## config.mk

```make
export PLATFORM = sky130hd
export DESIGN_NAME = btem_front_flat
export DESIGN_NICKNAME = d
export VERILOG_FILES = /design/src/rtl/core/btem_pkg.sv /design/src/rtl/core/btem_stream_if.sv /design/src/rtl/core/btem_front.sv /design/src/flat_wrapper.sv
export SDC_FILE = /design/constraint.sdc
export NUM_CORES = 1
export LEC_CHECK = 0
export BUFFER_PORTS_ARGS = -buffer_cell sky130_fd_sc_hd__clkbuf_2
export CAP_MARGIN = 20
export CORE_MARGIN = 5
export CORE_UTILIZATION = 37
export DETAILED_ROUTE_END_ITERATION = 8
export GPL_TIMING_DRIVEN = 0
export PLACE_DENSITY_LB_ADDON = 0.3
export SLEW_MARGIN = 10
export SYNTH_ARGS = -nofsm -noshare
export SYNTH_HDL_FRONTEND = slang
export SYNTH_SLANG_ARGS = --single-unit
```

## constraint.sdc

```tcl
create_clock -name clk -period 1.79 [get_ports clk]
set_clock_uncertainty 0.1 [all_clocks]
set_input_delay 0.358 -clock clk [delete_from_list [all_inputs] [get_ports clk]]
set_output_delay 0.358 -clock clk [all_outputs]
set_load 0.05 [all_outputs]
```

## src/rtl/core/btem_pkg.sv

```systemverilog
package btem_pkg;

    localparam int GLYPH_ENTRIES_DEF = 256;
    localparam int KERN_ENTRIES_DEF  = 256;
    localparam int KERN_CHUNK        = 4;
    localparam int QUEUE_DEPTH       = 2;

    localparam logic [7:0] CH_LF    = 8'd10;
    localparam logic [7:0] CH_CR    = 8'd13;
    localparam logic [7:0] CH_SPACE = 8'd32;

    localparam logic signed [20:0] W21_MAX = 21'sd1048575;
    localparam logic signed [20:0] W21_MIN = -21'sd1048576;
    localparam logic [19:0]        H20_MAX = 20'd1048575;

    typedef enum logic [1:0] {
        ACT_CHAR  = 2'd0,
        ACT_END   = 2'd1,
        ACT_GLYPH = 2'd2,
        ACT_KERN  = 2'd3
    } action_t;

    typedef enum logic [1:0] {
        REG_LINE_HEIGHT = 2'd0,
        REG_WRAP_ENABLE = 2'd1,
        REG_MAX_WIDTH   = 2'd2
    } reg_index_t;

    typedef struct packed {
        action_t            action;
        logic [7:0]         code;
        logic [7:0]         second_code;
        logic signed [15:0] amount;
        logic signed [15:0] glyph_height;
    } item_t;

    typedef struct packed {
        logic signed [20:0] block_width;
        logic [19:0]        block_height;
    } result_t;

    typedef enum logic [2:0] {
        ST_IDLE,
        ST_GLYPH_RD,
        ST_SCAN,
        ST_APPLY,
        ST_END_MUL,
        ST_OUT
    } back_state_t;

    typedef struct packed {
        logic [9:0]  line_height;
        logic        wrap_enable;
        logic [15:0] max_width;
    } cfg_t;

endpackage

```

## src/rtl/core/btem_stream_if.sv

```systemverilog
interface btem_stream_if #(parameter type payload_t = logic) ();
    logic     valid;
    logic     ready;
    payload_t payload;

    modport source (output valid, output payload, input ready);
    modport sink (input valid, input payload, output ready);
endinterface

```

## src/rtl/core/btem_front.sv

```systemverilog
module btem_front
(
    input  logic                   clk,
    input  logic                   rst_n,
    btem_stream_if.sink            in_ch,
    output logic                   q_valid,
    output btem_pkg::item_t        q_item,
    input  logic                   q_pop
);

    localparam int QW = $clog2(btem_pkg::QUEUE_DEPTH);

    btem_pkg::item_t mem_reg [btem_pkg::QUEUE_DEPTH];
    logic [QW-1:0]   wr_ptr_reg, rd_ptr_reg;
    logic [QW:0]     count_reg;
    logic            push;

    assign in_ch.ready = (count_reg != QW'(0) + (QW+1)'(btem_pkg::QUEUE_DEPTH)) ? 1'b1 : 1'b0;
    assign push        = in_ch.valid && in_ch.ready;
    assign q_valid     = (count_reg != '0);
    assign q_item      = mem_reg[rd_ptr_reg];

    always_ff @(posedge clk)
    begin
        if (push)
        begin
            mem_reg[wr_ptr_reg] <= in_ch.payload;
        end
    end

    always_ff @(posedge clk or negedge rst_n)
    begin
        if (!rst_n)
        begin
            wr_ptr_reg <= '0;
            rd_ptr_reg <= '0;
            count_reg  <= '0;
        end
        else
        begin
            if (push)
            begin
                wr_ptr_reg <= wr_ptr_reg + 1'b1;
            end
            if (q_pop)
            begin
                rd_ptr_reg <= rd_ptr_reg + 1'b1;
            end
            count_reg <= count_reg + (QW+1)'(push) - (QW+1)'(q_pop);
        end
    end

endmodule

```

## src/flat_wrapper.sv

```systemverilog
// flat-port wrapper written by rule: the top's interface ports become plain ports
module btem_front_flat 
  (clk, rst_n, q_valid, q_item, q_pop, in_ch_valid, in_ch_payload, in_ch_ready);
  btem_stream_if in_ch_i ();
  input  logic clk;
  input  logic rst_n;
  output logic q_valid;
  output btem_pkg::item_t q_item;
  input  logic q_pop;
  input wire logic [$bits(in_ch_i.valid)-1:0] in_ch_valid;
  input wire logic [$bits(in_ch_i.payload)-1:0] in_ch_payload;
  output wire logic [$bits(in_ch_i.ready)-1:0] in_ch_ready;
  assign in_ch_i.valid = in_ch_valid;
  assign in_ch_i.payload = in_ch_payload;
  assign in_ch_ready = in_ch_i.ready;
  btem_front u_core (.clk(clk), .rst_n(rst_n), .in_ch(in_ch_i), .q_valid(q_valid), .q_item(q_item), .q_pop(q_pop));
endmodule
```

### After elaboration in Yosys (flattened, before gate mapping)

Memories as Yosys holds them, arrays and structs flattened.
Index checks and enable logic that the tools add are counted.

| cells by class | value |
|---|---|
| add/sub/neg operators | 4 |
| eq/ne operators | 1 |
| muxes and demuxes | 3 |
| reductions and logical operators | 2 |

Operator list:

| cell | count |
|---|---|
| two-way mux 1 bit | 3 |
| adder 1 bit, second input constant | 2 |
| adder 2 x 1 -> 2 bit | 1 |
| != test 2 bit, second input constant | 1 |
| nonzero test 2 bit | 1 |
| subtractor 2 x 1 -> 2 bit | 1 |
| logical AND 1 bit | 1 |

| word-level totals | value |
|---|---|
| register bits | 4 |
| bits in writable memories | 2 |
| output and inout port bits | 52 |
| word-level logic and storage cells | 14 |
| memories kept | 1 |

Memory list:

| memory | depth | width | read ports | clocked after memory_dff | write ports | line | RTL |
|---|---|---|---|---|---|---|---|
| u_core.mem_reg | 2 | 1 | 1 | 0 | 1 | btem_front.sv:13 | `btem_pkg::item_t mem_reg [btem_pkg::QUEUE_DEPTH];` |

### Logic depth before layout (Yosys ltp)

Gate-level depths: netlist of the first run.

| logic depth | value |
|---|---|
| depth in word-level cells | 5 |
| depth in mapped cells | 5 |
| depth with buffers taken out | 5 |

### Worst setup path before layout of the first run

OpenSTA, ideal clock, no wires.

| timing path | value |
|---|---|
| path type | register to register |
| start point | register u_core.count_reg[0] |
| end point | register u_core.count_reg[1] |
| library setup time | 80 ps |
| data arrival time | 1150 ps |
| path slack | 460 ps |
| cell stages (with the launch flop) | 6 |
| path buffers | 0 |
| period minus slack after synthesis | 1330 ps |
| cells stage by stage | dfrtp_1 > inv_1 > ha_1 > nor2b_4 > mux2i_1 > xnor2_1 |

| on the way | value |
|---|---|
| longest elaborated chain between the ends | 5 |

Ends and longest elaborated chain:

| item | line | RTL |
|---|---|---|
| start: declaration | btem_front.sv:15 | `logic [QW:0] count_reg;` |
| start signal: assignment | btem_front.sv:49 | `count_reg <= count_reg + (QW+1)'(push) - (QW+1)'(q_pop);` |
| != test 2 bit | btem_front.sv:18 | `assign in_ch.ready = (count_reg != QW'(0) + (QW+1)'(btem_pkg::QUEUE_DEPTH)) ? 1'b1 : 1'b0;` |
| two-way mux 1 bit | btem_front.sv:18 |  |
| logical AND 1 bit | btem_front.sv:19 | `assign push = in_ch.valid && in_ch.ready;` |
| adder 2 x 1 -> 2 bit * | btem_front.sv:49 |  |
| subtractor 2 x 1 -> 2 bit * | btem_front.sv:49 |  |

Mark *: on every way between the ends. The rest lies on a longest branch, timed or not.
A chain may end at the register's enable or synchronous reset.

### Worst setup path after layout of the first run

| timing path | value |
|---|---|
| start point | register u_core.count_reg[1] |
| end point | output port q_valid |

| on the way | value |
|---|---|
| longest elaborated chain between the ends | 1 |

Ends and longest elaborated chain:

| item | line | RTL |
|---|---|---|
| nonzero test 2 bit | btem_front.sv:20 | `assign q_valid = (count_reg != '0);` |
| end: declaration | flat_wrapper.sv:7 | `output logic q_valid;` |

Every way passes these cells.

==> results of run 1 <==
path summary, 6_finish.rpt:
check | from | to | slack [ns] | cells after the start
min in group asynchronous | rst_n | u_core.count_reg[0] | 0.35 | 2
max | u_core.count_reg[1] | q_valid | 0.14 | 2
min | in_ch_payload | u_core.mem_reg[0] | 0.22 | 1
max in group asynchronous | rst_n | u_core.count_reg[1] | 1.11 | 2
min reg2reg | u_core.rd_ptr_reg | u_core.rd_ptr_reg | 0.38 | 1
max reg2reg | u_core.count_reg[0] | u_core.count_reg[1] | 0.36 | 5
per-stage QoR:
step                util (%)  hold WS (ns)  cell area (um^2)  setup WS, ns
global placement       52.82       0.07217             902.1        0.3396
floorplan                  -      -0.03759             835.8        0.4597
finish                 54.73        0.2163             934.6        0.1435
detailed placement     52.82       0.07428             902.1        0.3043
CTS                    54.73        0.2129             934.6        0.1275
global route           54.73        0.2046             934.6       0.09806
layout by cell type, fill, tap and decap left out, types with 2 or more instances in the layout:
master / instances
buf_4: 49
clkbuf_2: 7
clkbuf_4: 3
conb_1: 49
dfrtp_1: 4
edfxtp_1: 2
nand2_1: 2
xnor2_1: 2
xor2_1: 2
routing by layer:
metal / wire length, um / share of wire [%] / GRT usage (%) / vias up
met5: 0 / 0 / 0 / -
met4: 4 / 0.37 / 5.240 / 0
met3: 135 / 12 / 3.152 / 2
met2: 608 / 56 / 13.39 / 23
met1: 347 / 32 / 7.626 / 148
li1: - / - / - / 238
power groups by stage:
stage	Combinational [mW]	Clock [mW]	Sequential, mW
2_1_floorplan	0.600	0	0.245
3_5_place_dp	0.656	0	0.257
5_1_grt	0.705	0.146	0.263
6_report	0.660	0.126	0.254
3_3_place_gp	0.647	0	0.253
4_1_cts	0.659	0.134	0.255
cell families after synthesis:
family                     Yosys count  synth area share [%]
DFF                                  6                 24.43
adders and majority gates            1                 1.908
and+or+nand+nor                      7                 7.825
muxes                                2                 3.244
other                                1                0.5720
buffers and inverters               50                 56.68
xor gates and xnor gates             4                 5.344
cell type report:
class                      count  area (um^2)  area share, %
inverter                       1        3.754         0.4016
buffer                        49        367.9          39.36
sequential                     6        160.2          17.14
clock buffer                   3        22.52          2.410
timing repair buffer           8        45.04          4.819
multi-input combinational     63        304.0          32.53
tap                           25        31.28          3.347
==> impl_metrics.yaml, run 1 <==
run_status:
  status: "complete, no violations"
logic_synthesis:
  synthTopCellsByCount: "buf_4 (49), dfrtp_1 (4)"
  synth_edf_count: 2
  netlist-cell-type-count: 16
  ys_async_sr_fraction_pct: 66.67
  synthFlopType: "dfrtp_1"
  yosys-top-cells-area: "buf_4 (56%), dfrtp_1 (15%), edfxtp_1 (9.2%), xnor2_1 (2.7%), xor2_1 (2.7%)"
  ys_warn_count: 0
  synth_top_area_share_pct: 56.11
  synth_area_leader_cell: "buf_4"
  ys_seq_area_share_pct: 24.43
  synth_cells: 71
  netlist_area_um2: 655.6
  ys_ff_latch: 6
  avgSynthCellArea_um2: 9.234
  yosysMostFrequentCell: "buf_4"
pwr:
  p_leak_nw: 0.6013
  p_int_mw: 0.4873
  clockPowerShare_pct: 12.1
  pwr-share-seq_pct: 24.4
  p_sw_share_pct: 53.15
  p_per_area_nw_per_um2: 1113
  finalPower_mw: 1.040
  ir_drop_mv: 0.3658
  switchingPower_mw: 0.5528
  combPwrFrac_pct: 63.4
finish:
  n_fill_cell: 168
  n_antenna_cell: 0
  fin_nets: 138
  area_growth_pct: 42.56
  stdcell_count: 155
  drive_gt1_share_pct: 48.46
route:
  drc: 0
  totalWireLength_um: 1095
  num_vias: 411
  detail-route-antenna-nets: 0
  wl_per_cell_um: 7.065
  via_per_inst: 2.652
  drtIter0Drc: 1
  firstDrtPassIters: 4
clock_network:
  cts.sinks: 6
  clock_latency_ns: 0.24
  holdBufCountCts: 1
  clk_path_buf_depth: 2
  post_cts_resized: 0
  cts_made_buffers: 3
  cts-htree-levels: 1
  root_buffer: "clkbuf_4"
  clk_pin_slew_ns: 0.05
  cts_tree: "done"
  cts_setup_buffers: 0
worst_setup_path:
  cp_num_buf_inv: 1
  cp-end-kind: "primary output"
  worstPathRequired_ns: 1.33
  worstSetupStartpointType: "flop"
  crit_slowest_cell: "dfrtp_1"
  critical_path.max_stage_delay_ns: 0.42
  cp.arrival_ns: 1.19
  cp_cell_sequence: "or2_2, clkbuf_2"
  crit_family: "flip-flops"
  path_class: "reg2out"
  crit_path_max_fanout: 4
placed_design:
  dp.cells: 151
  port-buffer-count: 7
  place_congestion: 0.5680
floorplan:
  coreArea_um2: 1708
  pin_count: 57
  die_height_um: 52.10
  die_area_um2: 2714
  initial_utilization_pct: 38.39
  die_width_um: 52.10
  rows: 15
timing:
  fin_setup_tns_ns: 0
  setup_viol: 0
  period_share_pct: 91.98
  final_hold_viol_count: 0
  fmax_ghz: 0.6073
  slew_viol_final: 0
  finalCriticalPeriod_ns: 1.647
  rsz0062_at_grt: "no"
global_routing:
  grt_pass1_vias: 354
  antenna_found_initial: 0
  grt_pass1_wl_um: 1504
  grt_util_all_layers_pct: 7.821
  grt_max_degree: 5
  grt_remaining_overflow: 0
worst_hold_path:
  hold_class: "in2reg"
flow_run:
  maxCapViolCount: 0
No activity file was read; power rests on OpenSTA's default activity.
==> run 2, diff against run 1 <==
Settings changed: PLACE_DENSITY_LB_ADDON 0.3 to 0.05.
==> impl_metrics.yaml, run 2 (synthesis gave the netlist of run 1 again) <==
run_status:
  status: "complete, no violations"
worst_setup_path:
  path_class: "reg2out"
  crit_slowest_cell: "dfrtp_1"
  crit_path_max_fanout: 2
  reg2reg_slack_ns: 0.37
  critical_path.max_stage_delay_ns: 0.37
  r2r-end: "u_core.count_reg[1]"
  cp_cell_sequence: "mux2_2, clkbuf_2"
  cp.arrival_ns: 1.19
  reg2reg_depth: 5
  cp-end-kind: "primary output"
  worstPathRequired_ns: 1.33
  r2r-start: "u_core.count_reg[0]"
  worstSetupStartpointType: "flop"
route:
  via_per_inst: 2.814
  totalWireLength_um: 1061
  detail-route-antenna-nets: 0
  wl_per_cell_um: 6.801
  drtIter0Drc: 5
  drc: 0
  firstDrtPassIters: 3
  num_vias: 439
clock_network:
  cts-htree-levels: 1
  clock_latency_ns: 0.24
  clk_pin_slew_ns: 0.05
  clk_path_buf_depth: 2
  cts_made_buffers: 3
  root_buffer: "clkbuf_4"
  cts_tree: "done"
  post_cts_resized: 0
  cts.sinks: 6
pwr:
  p_leak_nw: 0.6025
  ir_drop_mv: 0.5862
  p_sw_share_pct: 52.65
  clockPowerShare_pct: 13.0
  combPwrFrac_pct: 63.1
  p_int_mw: 0.4966
  pwr-share-seq_pct: 23.9
  p_per_area_nw_per_um2: 1118
  switchingPower_mw: 0.5523
flow_run:
  maxCapViolCount: 0
global_routing:
  grt_remaining_overflow: 0
  antenna_found_initial: 0
  met1_usage_pct: 7.330
  grt_max_degree: 5
  grt_use_met2_pct: 11.30
  grt_pass1_wl_um: 1407
  grt_pass1_vias: 371
  grt-busiest-layer: "met2"
  grt_util_all_layers_pct: 7.241
  gr-usage-met3_pct: 4.585
finish:
  drive_gt1_share_pct: 48.09
  fin_nets: 138
  area_growth_pct: 43.13
  n_antenna_cell: 0
  final_cell_mix: "buf_4 (49), conb_1 (49), clkbuf_2 (7)"
  utilization_pct: 54.95
  stdcell_count: 156
placed_design:
  port-buffer-count: 7
  place_congestion: 0.6351
  pre_cts_ws_ns: 0.3105
  dp.cells: 151
timing:
  rsz0062_at_grt: "no"
  slew_viol_final: 0
  setup_viol: 0
  hold_slack_ns: 0.1966
  fmax_ghz: 0.6054
  period_share_pct: 92.28
  final_hold_viol_count: 0
  setup_ws_ns: 0.1381
  fin_setup_tns_ns: 0
  finalCriticalPeriod_ns: 1.652
floorplan:
  die_width_um: 52.10
  pin_count: 57
  die_area_um2: 2714
  rows: 15
  die_height_um: 52.10
  coreArea_um2: 1708
  initial_utilization_pct: 38.39
worst_hold_path:
  whs_path_depth: 1
  min_from: "in_ch_payload"
  hold_class: "in2reg"
  min_to: "u_core.mem_reg[0]"
[run 2: stage by stage]
| stage | total power, mW | instance area [um^2] |
|---|---|---|
| final | 1.049 | 938.4 |
| after global routing | 1.115 | 938.4 |
| after floorplan | 0.8441 | 835.8 |
| after global placement | 0.9031 | 902.1 |
| after detailed placement | 0.9059 | 902.1 |
| after CTS | 1.051 | 938.4 |
[run 2: worst max path at each step]
stage,start,endpoint,slack [ns],depth (start not counted)
2_1_floorplan,u_core.count_reg[0],u_core.count_reg[1],0.46,5
3_3_place_gp,q_pop,u_core.count_reg[1],0.32,5
3_5_place_dp,q_pop,u_core.count_reg[1],0.31,5
4_1_cts,u_core.rd_ptr_reg,q_item[0],0.13,2
5_1_grt,u_core.rd_ptr_reg,q_item[0],0.09,2
6_report,u_core.rd_ptr_reg,q_item[0],0.14,2
[run 2: routing by layer]
metal  vias to the layer above  wire (um)
met5                         -          0
li1                        240          -
met4                         0         11
met1                       163        378
met3                         4        157
met2                        32        512
[run 2: final cells by class]
cell class | instances | area, um^2
Clock buffer | 4 | 26.28
Fill cell | 171 | 769.5
Tap cell | 25 | 31.28
Inverter | 1 | 3.754
Multi-Input combinational cell | 63 | 304.0
Timing Repair Buffer | 8 | 45.04
Sequential cell | 6 | 160.2
Buffer | 49 | 367.9
[run 2: repair_timing]
action | in CTS | in global routing
setup buffers | 0 | 0
hold endpoints to repair | 4 | 0
hold buffers | 1 | 0
[run 2: worst max-delay path, delay by kind of cell (launching register included)]
kind | cells | cell delay, ns
flops | 1 | 0.37
buf+inv | 1 | 0.23
mux | 1 | 0.34
[run 2: power by group through the flow]
stage / clock, mW / combinational, mW / sequential, mW
finish: 0.137 / 0.661 / 0.251
detailed placement: 0 / 0.653 / 0.253
floorplan: 0 / 0.600 / 0.245
CTS: 0.142 / 0.658 / 0.251
global placement: 0 / 0.651 / 0.252
global route: 0.157 / 0.697 / 0.260
==> run 3, diff against run 2 <==
Settings changed: RECOVER_POWER set to 25, SLEW_MARGIN 10 to 40.
==> impl_metrics.yaml, run 3 (synthesis gave the netlist of run 1 again) <==
run_status:
  status: "complete, no violations"
worst_setup_path:
  worstPathRequired_ns: 1.33
  cp-end-kind: "primary output"
  worstSetupStartpointType: "flop"
  path_class: "reg2out"
  r2r-start: "u_core.count_reg[0]"
  crit_path_max_fanout: 2
  critical_path.max_stage_delay_ns: 0.37
  cp_cell_sequence: "mux2_2, clkbuf_2"
  crit_slowest_cell: "dfrtp_1"
  cp.arrival_ns: 1.19
  startpoint: "u_core.rd_ptr_reg"
  reg2reg_depth: 5
route:
  firstDrtPassIters: 3
  wl_per_cell_um: 6.795
  num_vias: 439
  drtIter0Drc: 5
  drc: 0
  totalWireLength_um: 1060
  detail-route-antenna-nets: 0
  via_per_inst: 2.814
floorplan:
  rows: 15
  die_width_um: 52.10
  coreArea_um2: 1708
  die_area_um2: 2714
  die_height_um: 52.10
  initial_utilization_pct: 38.39
  pin_count: 57
global_routing:
  grt_pass1_vias: 371
  grt_remaining_overflow: 0
  antenna_found_initial: 0
  grt_max_degree: 5
  grt_pass1_wl_um: 1407
  grt_util_all_layers_pct: 7.241
worst_hold_path:
  whs_path_depth: 1
  hold_class: "in2reg"
  min_from: "in_ch_payload"
placed_design:
  place_congestion: 0.6351
  port-buffer-count: 7
pwr:
  ir_drop_mv: 0.5926
  p_leak_nw: 0.5995
  p_per_area_nw_per_um2: 1119
  finalPower_mw: 1.048
clock_network:
  holdBufCountCts: 1
  post_cts_resized: 0
  cts-htree-levels: 1
  cts_tree: "done"
  clk_pin_slew_ns: 0.05
  clk_path_buf_depth: 2
  cts_made_buffers: 3
  clock_latency_ns: 0.24
  root_buffer: "clkbuf_4"
  cts.sinks: 6
  cts_setup_buffers: 0
timing:
  final_hold_viol_count: 0
  fin_setup_tns_ns: 0
  fmax_ghz: 0.6055
  period_share_pct: 92.26
  slew_viol_final: 0
  finalCriticalPeriod_ns: 1.651
  rsz0062_at_grt: "no"
  setup_viol: 0
finish:
  n_antenna_cell: 0
  area_growth_pct: 42.94
  n_fill_cell: 170
  drive_gt1_share_pct: 47.33
  fin_nets: 138
  final_cell_mix: "buf_4 (49), conb_1 (49), clkbuf_2 (6)"
  area.sequential_um2: 160.2
  multi_input_area_um2: 304.0
flow_run:
  maxCapViolCount: 0
run 3: power by group:
part,total [mW],switching (mW),internal (mW)
logic,0.661,0.454,0.207
clock network,0.137,0.0520,0.0846
registers,0.251,0.0464,0.204
total,1.05,0.552,0.496
run 3: cell type report:
class | count | area share (%)
inverters | 1 | 0.4005
well taps | 25 | 3.338
flip-flops and latches | 6 | 17.09
repair buffers | 8 | 4.673
plain buffers | 49 | 39.25
clock buffers | 4 | 2.804
multi-input cells | 63 | 32.44
run 3: final timing paths:
path                                       end  slack (ns)
max in group asynchronous  u_core.count_reg[1]        1.03
max reg2reg                u_core.count_reg[1]        0.37
max                                  q_item[0]        0.14
min reg2reg                  u_core.wr_ptr_reg        0.39
min in group asynchronous    u_core.rd_ptr_reg        0.37
min                          u_core.mem_reg[0]        0.20
run 3: through the flow:
step	util [%]	std cells	worst slack (ns)	hold slack, ns	instance area, um^2
floorplan	-	119	0.4597	-0.03759	835.8
detailed placement	52.82	151	0.3105	0.06730	902.1
global placement	52.82	151	0.3189	0.07272	902.1
CTS	54.95	156	0.1309	0.1884	938.4
global route	54.87	156	0.08553	0.1761	937.1
finish	54.87	156	0.1385	0.1970	937.1
run 3: per-layer routing:
metal  share of wire (%)  up-vias  GRT usage (%)
li1                    -      239              -
met3                  15        4          4.585
met2                  48       32          11.30
met5                   0        -              0
met4                 1.0        0          3.930
met1                  36      164          7.330
run 3: worst max-delay path, delay by kind of cell, from the launching register on:
kind,cells,cell delay (ns)
flip-flops,1,0.37
multiplexers,1,0.34
buffers and inverters,1,0.23
